`config.mk`:
```
export PLATFORM = sky130hd
export DESIGN_NAME = clm_ratio_div
export DESIGN_NICKNAME = d
export VERILOG_FILES = /design/src/hw/rtl/clm_pkg.sv /design/src/hw/rtl/clm_ratio_div.sv
export VERILOG_INCLUDE_DIRS = /design/src /design/src/hw/rtl
export SDC_FILE = /design/constraint.sdc
export NUM_CORES = 2
export LEC_CHECK = 0
export ABC_CLOCK_PERIOD_IN_PS = 5500
export BUFFER_PORTS_ARGS = -buffer_cell sky130_fd_sc_hd__buf_4
export CORE_ASPECT_RATIO = 1.75
export CORE_MARGIN = 2
export CORE_UTILIZATION = 58
export DETAILED_ROUTE_END_ITERATION = 8
export HOLD_SLACK_MARGIN = 0.03
export PLACE_DENSITY = 0.78
export SYNTH_ARGS = -nofsm -noshare
export SYNTH_HDL_FRONTEND = slang
export SYNTH_SLANG_ARGS = --single-unit
```
`constraint.sdc`:
```
create_clock -name clk -period 5.5 [get_ports clk]
set_input_delay 0.275 -clock clk [delete_from_list [all_inputs] [get_ports clk]]
set_output_delay 0.275 -clock clk [all_outputs]
set_load 0.05 [all_outputs]
```
`src/hw/rtl/assert_macros.svh`:
```
// Assertion macros shared by the load meter RTL.
`ifndef ASSERT_MACROS_SVH
`define ASSERT_MACROS_SVH

`ifndef SYNTHESIS

// The consequent must hold in the same cycle as the antecedent.
`define CLM_ASSERT_IMPL(lbl, clk, rst, ante, cons, msg) \
  lbl: assert property (@(posedge clk) disable iff (rst) (ante) |-> (cons)) else $error(msg);

// The consequent must hold in the cycle after the antecedent.
`define CLM_ASSERT_NEXT(lbl, clk, rst, ante, cons, msg) \
  lbl: assert property (@(posedge clk) disable iff (rst) (ante) |=> (cons)) else $error(msg);

`else

`define CLM_ASSERT_IMPL(lbl, clk, rst, ante, cons, msg)
`define CLM_ASSERT_NEXT(lbl, clk, rst, ante, cons, msg)

`endif

`endif

```
`src/hw/rtl/clm_pkg.sv`:
```
// Constants, codes and types shared by the CPU load meter quantizer.
`timescale 1ns / 1ps

package clm_pkg;

  localparam int MAX_CPUS   = 256;
  localparam int RESOLUTION = 1000;

  localparam int CPU_W    = 9;
  localparam int TICK_W   = 48;
  localparam int CNT_W    = 52;
  localparam int THR_W    = 10;
  localparam int LOAD_W   = 10;
  localparam int LVL8_W   = 4;
  localparam int LVL4_W   = 3;
  localparam int STATUS_W = 2;

  localparam int CPU_AW = (MAX_CPUS > 1) ? $clog2(MAX_CPUS) : 1;
  localparam int QUO_W  = $clog2(RESOLUTION + 1);
  localparam int NUM_W  = CNT_W + QUO_W;
  localparam int CMP_W  = (QUO_W > THR_W) ? QUO_W : THR_W;

  localparam int LEVELS_EIGHTHS  = 8;
  localparam int LEVELS_QUARTERS = 4;
  localparam int NUM8_W = THR_W + 3;
  localparam int NUM4_W = THR_W + 2;

  localparam logic [THR_W-1:0] LOW_THR_RESET  = 10'd5;
  localparam logic [THR_W-1:0] HIGH_THR_RESET = 10'd900;

  localparam int REG_IDX_W = 1;
  localparam logic [REG_IDX_W-1:0] REG_LOW_THRESHOLD  = 1'b0;
  localparam logic [REG_IDX_W-1:0] REG_HIGH_THRESHOLD = 1'b1;

  localparam logic [STATUS_W-1:0] STATUS_OK       = 2'd0;
  localparam logic [STATUS_W-1:0] STATUS_SKIPPED  = 2'd1;
  localparam logic [STATUS_W-1:0] STATUS_OVERFLOW = 2'd2;

  typedef struct packed {
    logic [CPU_W-1:0]    cpu;
    logic [STATUS_W-1:0] status;
  } clm_side_t;

endpackage

```
`src/hw/rtl/clm_ratio_div.sv`:
```
// Pipelined restoring divider, one quotient bit per register stage.
`timescale 1ns / 1ps
`include "assert_macros.svh"

module clm_ratio_div (
  input  logic                      clk,
  input  logic                      rst,
  input  logic                      in_valid,
  output logic                      in_ready,
  input  logic [clm_pkg::NUM_W-1:0] in_num,
  input  logic [clm_pkg::CNT_W-1:0] in_den,
  input  clm_pkg::clm_side_t        in_side,
  output logic                      out_valid,
  input  logic                      out_ready,
  output logic [clm_pkg::QUO_W-1:0] out_quo,
  output clm_pkg::clm_side_t        out_side
);
  import clm_pkg::*;

  logic             v    [QUO_W];
  logic [NUM_W-1:0] rem  [QUO_W];
  logic [CNT_W-1:0] den  [QUO_W];
  logic [QUO_W-1:0] quo  [QUO_W];
  clm_side_t        side [QUO_W];
  logic [QUO_W:0]   en;

  assign en[QUO_W] = out_ready;

  for (genvar j = 0; j < QUO_W; j++) begin : g_step
    logic             v_src;
    logic [NUM_W-1:0] rem_src;
    logic [CNT_W-1:0] den_src;
    logic [QUO_W-1:0] quo_src;
    clm_side_t        side_src;
    logic [NUM_W-1:0] den_sh;
    logic             take;

    if (j == 0) begin : g_first
      assign v_src    = in_valid;
      assign rem_src  = in_num;
      assign den_src  = in_den;
      assign quo_src  = '0;
      assign side_src = in_side;
    end else begin : g_next
      assign v_src    = v[j-1];
      assign rem_src  = rem[j-1];
      assign den_src  = den[j-1];
      assign quo_src  = quo[j-1];
      assign side_src = side[j-1];
    end

    // Stage j settles quotient bit QUO_W-1-j.
    assign den_sh = NUM_W'(den_src) << (QUO_W - 1 - j);
    assign take   = rem_src >= den_sh;
    assign en[j]  = !v[j] || en[j+1];

    always_ff @(posedge clk) begin
      if (rst) begin
        v[j] <= 1'b0;
      end else if (en[j]) begin
        v[j] <= v_src;
      end
    end

    always_ff @(posedge clk) begin
      if (en[j]) begin
        rem[j]  <= take ? rem_src - den_sh : rem_src;
        den[j]  <= den_src;
        quo[j]  <= {quo_src[QUO_W-2:0], take};
        side[j] <= side_src;
      end
    end
  end

  assign in_ready  = en[0];
  assign out_valid = v[QUO_W-1];
  assign out_quo   = quo[QUO_W-1];
  assign out_side  = side[QUO_W-1];

  `CLM_ASSERT_IMPL(a_den_nonzero, clk, rst, v[0], den[0] != '0, "divider holds a zero divisor")
  `CLM_ASSERT_IMPL(a_rem_bound, clk, rst, v[QUO_W-1] && side[QUO_W-1].status == STATUS_OK, rem[QUO_W-1] < NUM_W'(den[QUO_W-1]), "final remainder not below divisor")
  `CLM_ASSERT_NEXT(a_first_hold, clk, rst, v[0] && !en[0], v[0] && $stable(rem[0]), "held first stage changed")

endmodule
```
==> metrics.csv <==
stage;metric;value;unit
timing;Worst Hold Slack;0.248;ns
timing;final period utilization;85.5;%
die;Die Span Y;470;um
layout;share of layout cells above drive strength 1;7.69;%
hold_path;Hold Path Origin;in_side[3];
status;outcome;complete, no violations;
worst_setup_path;arrival time at the worst endpoint;5.21;ns
clock_tree;Num CTS Buffers;111;
placement;# placed instances;8528;
detailed_routing;Routed Antenna Nets;0;
synth;synth unique cells;110;
timing;Peak Freq;213;MHz
synth;Cell Area, Synth;72100;sq um
synth;Post-Syn Instances;6924;
layout;Fill cells;9975;
worst_setup_path;CP peak stage delay;0.72;ns
synth;asr flop ratio synth;0;%
clock_tree;Max Root-Sink Buffers;3;
placement;final RePlAce weighted congestion;0.977;
timing;Slew Limit Fails;0;
layout;Final Util;64.7;%
clock_tree;post_cts resized;0;
pwr;VDD IR-drop max;0.373;mV
die;core area;124000;sq um
synth;Top FF cell, synth;edfxtp_1;
placement;Cell Area, Placed;75000;sq um
hold_path;hold crit path type;primary input to flop;
pwr;total power;43.4;mW
placement;Port Buffer Count;151;
layout;Nets;7785;
clock_tree;CTS HTree Levels;3;
placement;DP Worst Slack;0.822;ns
layout;non-filler instance count after layout;8865;
die;Chip Width;270;um
global_routing;vias in the first global route;52900;
detailed_routing;routed vias;52000;
synth;syn_nets;7582;
clock_tree;Root Buffer;clkbuf_16;
global_routing;gr usage total;27.5;%
synth;mean area per synthesized cell;10.4;sq um
timing;Final Hold Viols;0;
worst_setup_path;Setup CP Type;primary input to flop;
worst_setup_path;worst path cell trace;dlygate4sd3_1 -> buf_4 -> ha_1 -> and2_1 -> a21oi_1 -> o21ai_0 -> a21boi_0 -> a21oi_1 -> nor2_1 -> o311ai_2 -> a2bb2oi_2 -> a21oi_4 -> buf_12 -> mux2_2;
detailed_routing;TritonRoute pass-1 iters;6;
clock_tree;Worst-Skew Late Latency;0.75;ns
detailed_routing;Post-Route WL;176;mm
global_routing;largest net degree at the start of global routing;113;
detailed_routing;total DRC errors in the routed layout;0;
die;IO Pins;152;
detailed_routing;Initial DRC Count;2783;
worst_setup_path;peak fanout along the critical path;82;
timing;setup ws final;0.797;ns
worst_setup_path;CP Launch Type;primary input;
die;overall die area;127000;sq um
worst_setup_path;cell family with most CP delay;compound AO/OA/AOI/OAI gates;
timing;Post-Route Setup TNS;0;ns
global_routing;first-pass GRT wire length;276;mm
flow_run;maxcap violations;0;
die;row count;171;
timing;Max-slew headroom;21.6;%
die;Initial Util;58.3;%
detailed_routing;WL/cell;19.8;um
global_routing;Congestion Overflow GR;0;
timing;final setup fails;0;
timing;RSZ-0062 raised after global routing;false;
synth;register area share after synthesis;50.0;%
worst_setup_path;CP endpoint kind;flop;
worst_setup_path;slowest stage cell, crit path;a21boi_0;
timing;Clock Skew;0.0335;ns
layout;Layout area overhead;11.0;%
worst_setup_path;WP data required;6.00;ns
global_routing;initial antenna violation count;3;
worst_setup_path;CP startpoint;in_num[21];
pwr;static leakage power;33.6;nW
worst_setup_path;most used cell, CP;a21oi_1;
timing;slew at the pin closest to its max-slew limit;1.18;ns
clock_tree;TritonCTS clock tree;built;
timing;final critical-path required period;4.70;ns
synth;#FFs+latches synth;1201;
clock_tree;clock sinks;1201;
clock_tree;Clock transition at path regs;0.07;ns
detailed_routing;Vias per Instance;5.86;
synth;EDFF count, synth;1201;
worst_setup_path;Reg-to-Reg Start;rem[0][11]$_DFFE_PP_;
pwr;pwr/cell area;542;nW/um^2
worst_setup_path;crit path buf inv count;3;
synth;yosys warns;0;
layout;final instance area;80000;sq um
placement;DP HPWL;138;mm
==> kinds of logic (layout without fill, tap and decap cells) <==
| group | Yosys count | in the layout | share of synthesized area, % |
|---|---|---|---|
| AO/OA/AOI/OAI | 2031 | 2031 | 17.6 |
| adder cells (fa/ha/maj) | 529 | 529 | 9.28 |
| flip-flops | 1201 | 1201 | 50.0 |
| AND/OR/NAND/NOR | 1701 | 1701 | 11.3 |
| buffers and inverters | 928 | 1222 | 5.07 |
| other | 0 | 4 | 0 |
| multiplexers | 65 | 65 | 1.01 |
| XOR/XNOR | 469 | 469 | 5.70 |
==> worst register-to-register path, stage by stage (launching register included) <==
cell and delay (ns):
edfxtp_1 0.41, ha_1 0.39, a21oi_1 0.20, nor2b_1 0.09, o311ai_1 0.55, nand3_1 0.28
a21oi_1 0.56, o21ai_1 0.28, a311oi_1 0.89, o31ai_1 0.25, a31oi_1 0.27, xnor2_1 0.14
o21ai_1 0.07
==> layout make-up <==
cell class                 count  area [sq um]  area share [%]
antenna                        4          10.0          0.0125
clock inverter                81           910            1.14
multi-input combinational   4795         32400            40.5
sequential                  1201         36100            45.1
timing repair buffer         360          3210            4.02
tap                         1643          2060            2.57
clock buffer                 123          2820            3.53
inverter                     658          2480            3.11
==> layer usage <==
layer | GRT usage, % | wire length, um | vias up
met2 | 54.0 | 95800 | 1462
met4 | 20.3 | 14500 | 0
met1 | 26.1 | 60400 | 24400
li1 | - | - | 25600
met5 | 0 | 0 | -
met3 | 2.45 | 5270 | 525
==> report_power, final <==
| group | switching (mW) | internal (mW) |
|---|---|---|
| clock network | 3.51 | 4.32 |
| logic | 12.0 | 8.56 |
| registers | 1.45 | 13.6 |
==> worst paths after layout <==
kind	to	slack (ns)	cells past startpoint
worst max register to register	rem[1][59]$_DFFE_PP_	0.86	12
worst max-delay path	rem[0][18]$_DFFE_PP_	0.80	14
worst min register to register	side[6][5]$_DFFE_PP_	0.42	0
worst min-delay path	side[0][3]$_DFFE_PP_	0.25	2
==> cells in the mapped netlist, types with 12 or more instances <==
master	number	area (sq um)
a211oi_1	43	323
and2_1	30	188
o221ai_1	14	123
edfxtp_1	1201	36100
mux2_1	19	214
nor3b_1	15	113
o31a_1	12	105
buf_2	73	365
a21boi_0	16	120
inv_1	655	2460
and4_1	14	123
nor3_1	76	380
o21ai_1	23	115
nor2_1	542	2030
ha_1	520	6510
clkbuf_1	174	653
xor2_1	205	1800
a211o_1	12	105
o21bai_1	85	638
or2_2	22	138
or3_1	21	131
a41oi_1	12	105
o211ai_1	34	255
or4_1	15	113
xnor2_1	264	2310
nor4_1	29	181
nand2_1	453	1700
nand3_1	116	581
a221oi_1	24	210
nand4_1	143	895
o31ai_1	35	263
a21oi_1	800	4000
o21ai_0	375	1880
a21o_1	295	2210
mux2_2	43	484
nand4b_1	12	105
o21a_1	61	458
nand2b_1	70	438
nor2b_1	68	425
a31oi_1	52	325
and3_1	40	250
==> flip-flops by register name (all words and copies together), names as in the netlist <==
| register | flops |
|---|---|
| side | 110 |
| quo | 55 |
| rem | 558 |
| den | 468 |
| v | 10 |
==> cell usage in the layout (no fill, tap or decap), drive strengths merged, types with 40 or more instances in the layout <==
cell type / instances
a21o: 296
edfxtp: 1201
nor3: 76
clkbuf: 123
mux2: 62
o21a: 61
nand3: 117
nand2: 454
o31ai: 40
nor2: 542
o21bai: 85
nand2b: 71
and3: 40
dlygate4sd3: 129
buf: 231
xor2: 205
clkinv: 43
a211oi: 44
nand4: 143
xnor2: 264
a31oi: 54
a21oi: 805
o21ai: 403
nor2b: 68
inv: 668
ha: 520
==> repair_timing <==
action	4_1_cts	5_1_grt
hold buffers	129	0
endpoints found under the hold margin	145	0
setup endpoints to repair	0	0
buffers inserted	0	0
Note: power is estimated with default switching activity, not from simulation.
